==> src/rtl/linear_probe_hash_map_macros.svh <==
// Assertion macros used by the hash map back stage.
// Depends on: clk_i and rst_ni in the module that includes it.
`ifndef LINEAR_PROBE_HASH_MAP_MACROS_SVH
`define LINEAR_PROBE_HASH_MAP_MACROS_SVH

// Check a property on every clock edge outside reset.
`define LPHM_ASSERT(name, prop, msg) \
  name: assert property (@(posedge clk_i) disable iff (!rst_ni) (prop)) \
    else $error(msg);

// Check that a condition is followed by another in the next cycle.
`define LPHM_ASSERT_NEXT(name, ante, cons, msg) \
  name: assert property (@(posedge clk_i) disable iff (!rst_ni) (ante) |=> (cons)) \
    else $error(msg);

`endif

==> src/rtl/lphm_fifo.sv <==
// Small register FIFO used between the hash map stages.
// No dependencies.
module lphm_fifo #(
  parameter int unsigned WIDTH = 8,
  parameter int unsigned DEPTH = 2
) (
  input  logic             clk_i,
  input  logic             rst_ni,
  input  logic             push_i,
  input  logic [WIDTH-1:0] wdata_i,
  output logic             full_o,
  input  logic             pop_i,
  output logic [WIDTH-1:0] rdata_o,
  output logic             empty_o
);

  localparam int unsigned PW = $clog2(DEPTH);

  logic [WIDTH-1:0] buf_q [DEPTH];
  logic [PW-1:0]    wptr_q, rptr_q;
  logic [PW:0]      cnt_q;
  logic             do_push, do_pop;

  assign full_o  = (cnt_q == (PW + 1)'(DEPTH));
  assign empty_o = (cnt_q == '0);
  assign do_push = push_i && !full_o;
  assign do_pop  = pop_i && !empty_o;
  assign rdata_o = buf_q[rptr_q];

  always_ff @(posedge clk_i) begin
    if (do_push) begin
      buf_q[wptr_q] <= wdata_i;
    end
  end

  always_ff @(posedge clk_i or negedge rst_ni) begin
    if (!rst_ni) begin
      wptr_q <= '0;
      rptr_q <= '0;
      cnt_q  <= '0;
    end else begin
      if (do_push) wptr_q <= wptr_q + 1'b1;
      if (do_pop)  rptr_q <= rptr_q + 1'b1;
      if (do_push && !do_pop) cnt_q <= cnt_q + 1'b1;
      else if (do_pop && !do_push) cnt_q <= cnt_q - 1'b1;
    end
  end

endmodule

==> config.mk <==
export PLATFORM = sky130hd
export DESIGN_NAME = lphm_fifo
export DESIGN_NICKNAME = d
export VERILOG_FILES = /design/src/rtl/linear_probe_hash_map_macros.svh /design/src/rtl/lphm_fifo.sv
export SDC_FILE = /design/constraint.sdc
export NUM_CORES = 1
export LEC_CHECK = 0
export ABC_AREA = 1
export BUFFER_PORTS_ARGS = -buffer_cell sky130_fd_sc_hd__buf_2
export CAP_MARGIN = 20
export CORE_MARGIN = 3
export CORE_UTILIZATION = 50
export DETAILED_ROUTE_END_ITERATION = 16
export PLACE_DENSITY = 0.77
export RECOVER_POWER = 50
export SLEW_MARGIN = 20
export SYNTH_ARGS = -nofsm -noshare
export SYNTH_HDL_FRONTEND = slang
export SYNTH_SLANG_ARGS = --single-unit
==> constraint.sdc <==
create_clock -name clk_i -period 4.1 [get_ports clk_i]
set_input_delay 0.41 -clock clk_i [delete_from_list [all_inputs] [get_ports clk_i]]
set_output_delay 0.41 -clock clk_i [all_outputs]
set_load 0.03 [all_outputs]
==> metrics <==
WP data arrival 1.42 ns; Pwr Density 803.6 nW/um2; crit start category register; vias in the first global route 466; Crit-path slowest cell dfrtp_1; Sw Ratio 0.4041; Final setup viols 0; TritonRoute pass-1 iters 4; Leak 0.0004640 uW; Post-CTS Resized 0; Seq pwr share 0.403; die width 46.24 um; Final Critical Period 1.829 ns; WL final 1.276 mm; FF-to-FF End buf_q[1][5]; HP Class input pin to register; ant diodes 0; Clk Tree Root Cell clkbuf_4; Seq/Total Area, Yosys 0.7172; total congestion overflow 0; flip-flop and latch area 580.6 um2; post-route setup slack 2.271 ns; Detailed Place HPWL 976.2 um; Syn Std Cell Area 809.5 um2; Clock Power Share 0.198; syn nets 86; Final Instance Area 982.2 um2; layout cells sized above 1 0.2143; H-tree levels 1; #FFs+latches synth 20; Area after DPL 928.4 um2; gr usage total 0.1365; most frequent cells in the layout nand2_1 (33), edfxtp_1 (16), buf_2 (16); final hold violation count 0; VDD IR max 0.0004384 V; DR vias 545; Post-CTS Setup Bufs 0; row cnt 13; global-route wire length before repair 2.007 mm; Worst path max stage delay 0.49 ns; Syn-to-layout area delta 21.33%; Final Max Tran Viols 0; commonest non-fill, non-tap cell in the layout nand2_1; post-synthesis cell type count 14; NumNets Final 112; depth of the worst hold-timing path 1; Core ar. 1399 um2; residual DRC count 0; CTS Buffer Depth 2; total number of yosys warnings 0; hold buffers post-CTS 1; headroom to the max-slew limit 0.5756; hold path startpoint wdata_i[1]; Min-Delay Endpoint buf_q[1][1]; Setup TNS 0 ns; R2R depth 2; RSZ-0062 raised after global routing no; Worst R2R Start cnt_q[0]; Initial Utilization 0.5787; CP most frequent cell nand2_1; Worst R2R Setup Slack 2.61 ns; Buf+Inv Stages, Crit Path 2; Clock Sinks 20; routability congestion estimate 0.7104; syn_area_per_cell 11.09 um2; final antenna-violating net count 0; die area 2138 um2; Critical Path, Cell by Cell inv_1 -> nand2_1 -> nand2_1 -> buf_2; port bufs 21; dpl ws 2.587 ns; CTS clk-pin slew, worst paths 0.11 ns; Worst Skew 0.004382 ns; Worst Setup End Kind output pin; sw power 319.0 uW; worst-path fanout max 10; CTS Buf Count 3; Gate power share 0.399; Die Y 46.24 um; Tcrit/Tclk final 0.4461; cells after synthesis 73; Clock Latency Late Sink 0.29 ns; vias per cell 4.823; MaxCap Viol Count 0; area taken by multi-input logic gates 191.4 um2; fmax 546.7 MHz; Worst-Margin Slew 0.6343 ns; pin count of the biggest net entering global routing 13; status complete, no violations; P_int 470.3 uW; initial antenna violation count 0; FILL cells 110; final hold slack 0.2965 ns; Crit path max-delay family flip-flops; DR iter-0 viols 8; CTS tree done; Avg WL per Cell 11.29 um; CP Data Required Time 3.69 ns; CP Class register to output pin; Boundary Pins 22
per-layer routing:
metal,global-route usage,share of wire,vias up
met1,0.1709,0.46,243
met2,0.2335,0.47,17
met3,0.03516,0.071,0
li1,-,-,285
met4,0.03409,0,0
met5,0,0,-
through the flow:
stage	util	instances	total power [uW]
after floorplan	-	73	555.7
after global placement	0.6637	108	634.3
after detailed placement	0.6637	108	644.2
after CTS	0.7084	113	799.6
after global routing	0.7021	113	842.9
final	0.7021	113	789.3
power by group through the flow:
stage / Clock (uW) / Combinational, uW / Sequential (uW)
final: 156 / 315 / 318
after global routing: 169 / 346 / 328
after CTS: 157 / 321 / 321
after detailed placement: 0 / 319 / 326
after global placement: 0 / 311 / 323
after floorplan: 0 / 250 / 306
final cells by class:
| type | instances | area share |
|---|---|---|
| inverter | 8 | 0.03057 |
| multi-input combinational | 44 | 0.1949 |
| clock inverter | 1 | 0.03057 |
| tap | 15 | 0.01911 |
| sequential | 20 | 0.5911 |
| clock buffer | 3 | 0.02293 |
| timing repair buffer | 22 | 0.1108 |
worst max path at each step:
stage              from  depth (start not counted)     endpoint
5_1_grt          rptr_q                          4   rdata_o[5]
2_1_floorplan  cnt_q[0]                          7     cnt_q[1]
6_report         rptr_q                          4   rdata_o[1]
4_1_cts          rptr_q                          4   rdata_o[1]
3_5_place_dp   cnt_q[0]                          2  buf_q[1][0]
3_3_place_gp     push_i                          3  buf_q[1][0]
Yosys cell counts:
library cell  number  area [um2]
nand3b_1           1       7.510
nor2_2             2       12.51
nand2_1           33       123.9
nor2_1             2       7.510
dfrtp_1            4       100.1
inv_2              1       3.750
nand3_1            1       5.000
o21ai_0            2       10.01
ha_1               1       12.51
inv_1              7       26.28
buf_2              1       5.000
edfxtp_1          16       480.5
nand4_1            1       6.260
xnor2_1            1       8.760
cell families (layout without fill, tap and decap cells):
kind of cell	after synthesis	count (layout)	synth area share
compound gates	2	2	0.01237
xor+xnor	1	1	0.01082
fa+ha+maj	1	1	0.01545
buf+inv	9	34	0.04327
flops	20	20	0.7172
simple gates	40	40	0.2009
registers in the layout, indices dropped and copies added (netlist names):
signal	flops
buf_q	16
cnt_q	2
rptr_q	1
wptr_q	1
No activity file was read; power rests on OpenSTA's default activity.
