==> config.mk <==
export PLATFORM = sky130hd
export DESIGN_NAME = lphm_front
export DESIGN_NICKNAME = d
export VERILOG_FILES = /design/src/rtl/linear_probe_hash_map_macros.svh /design/src/rtl/lphm_pkg.sv /design/src/rtl/lphm_front.sv
export SDC_FILE = /design/constraint.sdc
export NUM_CORES = 1
export LEC_CHECK = 0
export ABC_CLOCK_PERIOD_IN_PS = 3000
export BUFFER_PORTS_ARGS = -buffer_cell sky130_fd_sc_hd__buf_4
export CAP_MARGIN = 10
export CORE_ASPECT_RATIO = 0.75
export CORE_UTILIZATION = 40
export CTS_CLUSTER_DIAMETER = 150
export DETAILED_ROUTE_END_ITERATION = 12
export PLACE_DENSITY_LB_ADDON = 0.1
export SLEW_MARGIN = 20
export SYNTH_ARGS = -nofsm -noshare
export SYNTH_HDL_FRONTEND = slang
export SYNTH_SLANG_ARGS = --single-unit
==> constraint.sdc <==
create_clock -name clk_i -period 3 [get_ports clk_i]
set_input_delay 0 -clock clk_i [delete_from_list [all_inputs] [get_ports clk_i]]
set_output_delay 0 -clock clk_i [all_outputs]
set_load 0.05 [all_outputs]
==> src/rtl/linear_probe_hash_map_macros.svh <==
// Assertion macros used by the hash map back stage.
// Depends on: clk_i and rst_ni in the module that includes it.
`ifndef LINEAR_PROBE_HASH_MAP_MACROS_SVH
`define LINEAR_PROBE_HASH_MAP_MACROS_SVH

// Check a property on every clock edge outside reset.
`define LPHM_ASSERT(name, prop, msg) \
  name: assert property (@(posedge clk_i) disable iff (!rst_ni) (prop)) \
    else $error(msg);

// Check that a condition is followed by another in the next cycle.
`define LPHM_ASSERT_NEXT(name, ante, cons, msg) \
  name: assert property (@(posedge clk_i) disable iff (!rst_ni) (ante) |=> (cons)) \
    else $error(msg);

`endif

==> src/rtl/lphm_pkg.sv <==
// Types and constants of the hash map.
// No dependencies.
package lphm_pkg;

  localparam logic [31:0] HASH_MULT = 32'd2654435761;

  typedef enum logic [1:0] {
    KIND_PUT    = 2'd0,
    KIND_GET    = 2'd1,
    KIND_REMOVE = 2'd2
  } kind_e;

  typedef enum logic [1:0] {
    STATUS_DONE      = 2'd0,
    STATUS_NOT_FOUND = 2'd1,
    STATUS_FULL      = 2'd2
  } status_e;

  typedef enum logic [1:0] {
    MARK_EMPTY = 2'd0,
    MARK_LIVE  = 2'd1,
    MARK_TOMB  = 2'd2
  } mark_e;

endpackage

==> src/rtl/lphm_front.sv <==
// Front stage: accept requests, hash the key to its home slot.
// Depends on lphm_pkg.
module lphm_front
  import lphm_pkg::*;
#(
  parameter int unsigned CAPACITY = 64,
  parameter int unsigned VW       = 32
) (
  input  logic                        clk_i,
  input  logic                        rst_ni,
  input  logic                        push_i,
  output logic                        full_o,
  input  logic [1:0]                  kind_i,
  input  logic signed [31:0]          key_i,
  input  logic [31:0]                 value_in_i,
  output logic                        q_push_o,
  input  logic                        q_full_i,
  output logic [1:0]                  kind_o,
  output logic [31:0]                 key_o,
  output logic [VW-1:0]               val_o,
  output logic [$clog2(CAPACITY)-1:0] home_o
);

  localparam int unsigned IW = $clog2(CAPACITY);

  logic            v_q;
  logic [1:0]      kind_q;
  logic [31:0]     key_q;
  logic [VW-1:0]   val_q;
  logic [IW-1:0]   home_q;
  logic [2*IW-1:0] prod;
  logic            accept;

  // Only the low index bits of the 32-bit product are needed.
  assign prod   = key_i[IW-1:0] * HASH_MULT[IW-1:0];
  assign full_o = v_q && q_full_i;
  assign accept = push_i && !full_o;

  assign q_push_o = v_q;
  assign kind_o   = kind_q;
  assign key_o    = key_q;
  assign val_o    = val_q;
  assign home_o   = home_q;

  always_ff @(posedge clk_i or negedge rst_ni) begin
    if (!rst_ni) begin
      v_q    <= 1'b0;
      kind_q <= '0;
      key_q  <= '0;
      val_q  <= '0;
      home_q <= '0;
    end else if (accept) begin
      v_q    <= 1'b1;
      kind_q <= kind_i;
      key_q  <= key_i;
      val_q  <= value_in_i[VW-1:0];
      home_q <= prod[IW-1:0];
    end else if (!q_full_i) begin
      v_q <= 1'b0;
    end
  end

endmodule

==> insert_results.sql <==
INSERT INTO impl_metrics (metric_group, metric, value, unit) VALUES
('global_routing', 'antenna_found_initial', '0', ''),
('power', 'comb_power_share', '0.383', ''),
('power', 'netSwitchingFraction', '0.371', ''),
('power', 'switching_power', '1090', 'uW'),
('cts', 'clock_tree_from_tritoncts', 'done', ''),
('place', 'port_buffers', '143', ''),
('synthesis', 'syn_area', '2650', 'um^2'),
('detailed_routing', 'detailedRoute.firstPassIterationCount', '6', ''),
('sta', 'fmax', '675', 'MHz'),
('power', 'p_leak', '0.00217', 'uW'),
('worst_setup_path', 'cp_data_required_time', '3.21', 'ns'),
('sta', 'layout_min_cycle_time', '1.48', 'ns'),
('global_routing', 'gr-usage-all-layers', '0.196', ''),
('sta', 'fin_tns_setup', '0', 'ns'),
('floorplanning', 'core', '6350', 'um^2'),
('worst_setup_path', 'worst-endpoint-arrival', '1.69', 'ns'),
('floorplanning', 'floorplan.die_area', '6960', 'um^2'),
('global_routing', 'via_count_of_the_first_global_routing_pass', '2107', ''),
('sta', 'timing.final.crit_share', '0.494', ''),
('detailed_routing', 'antenna_violating_nets_post_route', '0', ''),
('finish', 'finalNetCount', '439', ''),
('worst_setup_path', 'worstSetupEndpointType', 'register', ''),
('worst_setup_path', 'critical-path-max-stage-delay', '0.42', 'ns'),
('global_routing', 'grt_pass1_wl', '9890', 'um'),
('finish', 'num-fill-cells', '441', ''),
('global_routing', 'grt_start_max_net_pins', '70', ''),
('synthesis', 'syn_inst', '156', ''),
('floorplanning', 'num_io_pins', '144', ''),
('detailed_routing', 'drt-initial-drc-count', '51', ''),
('cts', 'clock-sinks', '69', ''),
('worst_setup_path', 'path_cells', 'a21boi_4, buf_12, mux2_2', ''),
('synthesis', 'ys_ff_latch', '69', ''),
('sta', 'setup_repair_after_global_routing_missed_its_margin', 'false', ''),
('detailed_routing', 'number_of_vias_after_detailed_routing', '2049', ''),
('worst_setup_path', 'cpMaxStageDelayCell', 'sky130_fd_sc_hd__dfrtp_1', ''),
('flow_run', 'cap_viol_max_count', '0', ''),
('outcome', 'outcome', 'finished, final reports clean', ''),
('finish', 'drive_gt1_frac', '0.586', ''),
('power', 'pwr-share-seq', '0.388', ''),
('worst_setup_path', 'critical_path.max_fanout', '69', ''),
('sta', 'final_max_slew_viol_count', '0', ''),
('synthesis', 'synth.net_count', '227', ''),
('power', 'p_per_area', '638', 'nW/um^2'),
('finish', 'count_of_inserted_antenna_diode_cells', '0', ''),
('synthesis', 'yosys_warnings', '0', ''),
('sta', 'setup_viol_count_final', '0', ''),
('finish', 'final_cell_count_no_fill', '453', ''),
('floorplanning', 'die_w', '96.0', 'um'),
('sta', 'timing.clock.skew', '0.00597', 'ns'),
('global_routing', 'overflow', '0', ''),
('cts', 'path_clk_slew', '0.07', 'ns'),
('floorplanning', 'chipHeight', '72.5', 'um'),
('finish', 'syn_to_final_growth', '74.1', '%'),
('worst_setup_path', 'timing_worst_setup_path_type', 'register to register', ''),
('power', 'clock_power_share', '0.229', ''),
('power', 'vdd_ir_drop_max', '0.408', 'mV'),
('detailed_routing', 'drc', '0', ''),
('power', 'total_power', '2950', 'uW'),
('sta', 'hold_violations', '0', ''),
('detailed_routing', 'post_drt_wl_per_cell', '14.5', 'um'),
('detailed_routing', 'avgViaCountPerCell', '4.52', ''),
('cts', 'worstSkewPairLatency', '0.33', 'ns'),
('place', 'dpl.cell_count', '370', ''),
('worst_setup_path', 'crit_path_start_kind', 'register', ''),
('cts', 'htree_num_levels', '3', ''),
('synthesis', 'post_synthesis_sequential_area_ratio', '0.652', ''),
('synthesis', 'synth.distinct_cells', '12', ''),
('cts', 'clk_path_buf_depth', '2', ''),
('floorplanning', 'number_of_placement_rows', '25', ''),
('floorplanning', 'floorplan.initialDensity', '0.417', ''),
('sta', 'maxSlewHeadroom', '0.427', ''),
('cts', 'postcts_resize_cnt', '0', ''),
('hold_path', 'timing.hold.worst.class', 'primary input to register', ''),
('finish', 'most-common-layout-cells', '143 x sky130_fd_sc_hd__buf_4, 69 x sky130_fd_sc_hd__dfrtp_1, 68 x sky130_fd_sc_hd__dlygate4sd3_1, 59 x sky130_fd_sc_hd__mux2_2, 12 x sky130_fd_sc_hd__clkbuf_8', ''),
('place', 'place_congestion', '0.656', ''),
('cts', 'cts-buffers-inserted', '9', ''),
('sta', 'worst_slew_pin_slew', '0.859', 'ns'),
('finish', 'layout.cells.most_common', 'sky130_fd_sc_hd__buf_4', ''),
('power', 'power.internal', '1850', 'uW'),
('detailed_routing', 'route.final.wire_length', '6560', 'um'),
('cts', 'clk_root_buffer_cell', 'sky130_fd_sc_hd__clkbuf_8', ''),
('place', 'dpl.hpwl', '3900', 'um'),
('synthesis', 'syn_avg_cell_area', '17.0', 'um^2');
-- cell usage after synthesis, drive strengths merged --
master  number  area (um^2)
mux2        67          754
xnor2        3         26.3
a21boi       1         18.8
buf         11         90.1
ha           1         12.5
dfrtp       69         1730
nor2         1         3.75
a21oi        1         5.00
or2          1         6.26
and2         1         6.26
-- worst paths after layout --
kind,from,end,slack (ns),cells after the start
worst max-delay path,q_push_o,val_o[27],1.52,3
worst min-delay path,q_full_i,q_push_o,0.06,3
worst max register to register,q_push_o,val_o[27],1.52,3
worst min register to register,key_o[11],key_o[11],0.49,1
max in group asynchronous,rst_ni,home_o[4],2.11,2
min in group asynchronous,rst_ni,val_o[19],0.32,2
-- what timing repair did --
| item | 4_1_cts | 5_1_grt |
|---|---|---|
| hold buffers | 68 | 0 |
| endpoints found under the hold margin | 136 | 0 |
| setup buffers | 0 | 0 |
| endpoints found under the setup margin | 0 | 0 |
-- kinds of logic (layout without fill, tap and decap cells) --
family / count (synthesis) / in the layout / share of synthesized area
AO/OA/AOI/OAI: 2 / 2 / 0.00897
XOR/XNOR: 3 / 3 / 0.00992
adder cells (fa/ha/maj): 1 / 1 / 0.00472
buffers and inverters: 11 / 227 / 0.0340
flip-flops: 69 / 69 / 0.652
multiplexers: 67 / 67 / 0.285
AND/OR/NAND/NOR: 3 / 3 / 0.00614
-- area by class of cell --
type / instances / area, um^2 / share of cell area
Clock inverter: 1 / 5.00 / 0.00108
Timing Repair Buffer: 212 / 1770 / 0.385
Sequential cell: 69 / 1730 / 0.374
Tap cell: 81 / 101 / 0.0220
Clock buffer: 14 / 173 / 0.0374
Multi-Input combinational cell: 76 / 833 / 0.181
-- through the flow --
step | cell area, um^2 | hold WS (ns) | worst slack (ns) | utilization
2_1_floorplan | 2650 | -0.296 | 1.43 | -
3_3_place_gp | 3750 | 0.174 | 1.59 | 0.591
3_5_place_dp | 3750 | 0.168 | 1.54 | 0.591
4_1_cts | 4610 | 0.0370 | 1.53 | 0.727
5_1_grt | 4610 | 0.0657 | 1.48 | 0.727
6_report | 4610 | 0.0572 | 1.52 | 0.727
-- routing by layer --
metal	track usage	share of wire	up-vias
met5	0	0	-
met1	0.200	0.38	992
met2	0.361	0.53	82
met4	0.0862	0.015	0
li1	-	-	965
met3	0.0681	0.073	10
-- power groups by stage --
stage          sequential, uW  clock [uW]  combinational [uW]
6_report                 1140         675                1130
5_1_grt                  1160         726                1180
4_1_cts                  1140         699                1130
3_5_place_dp             1160           0                1060
3_3_place_gp             1150           0                1050
2_1_floorplan            1650           0                 214
-- worst max-delay path, delay by kind of cell, from the launching register on --
family	cells	cell delay (ns)
compound gates	1	0.16
buf+inv	1	0.31
flops	1	0.42
mux	1	0.39
-- state kept, by name (all words and copies together) (netlist names) --
name / count
key_o: 32
kind_o: 2
val_o: 32
q_push_o: 1
home_o: 2
Power figures use the tool's default switching activity.
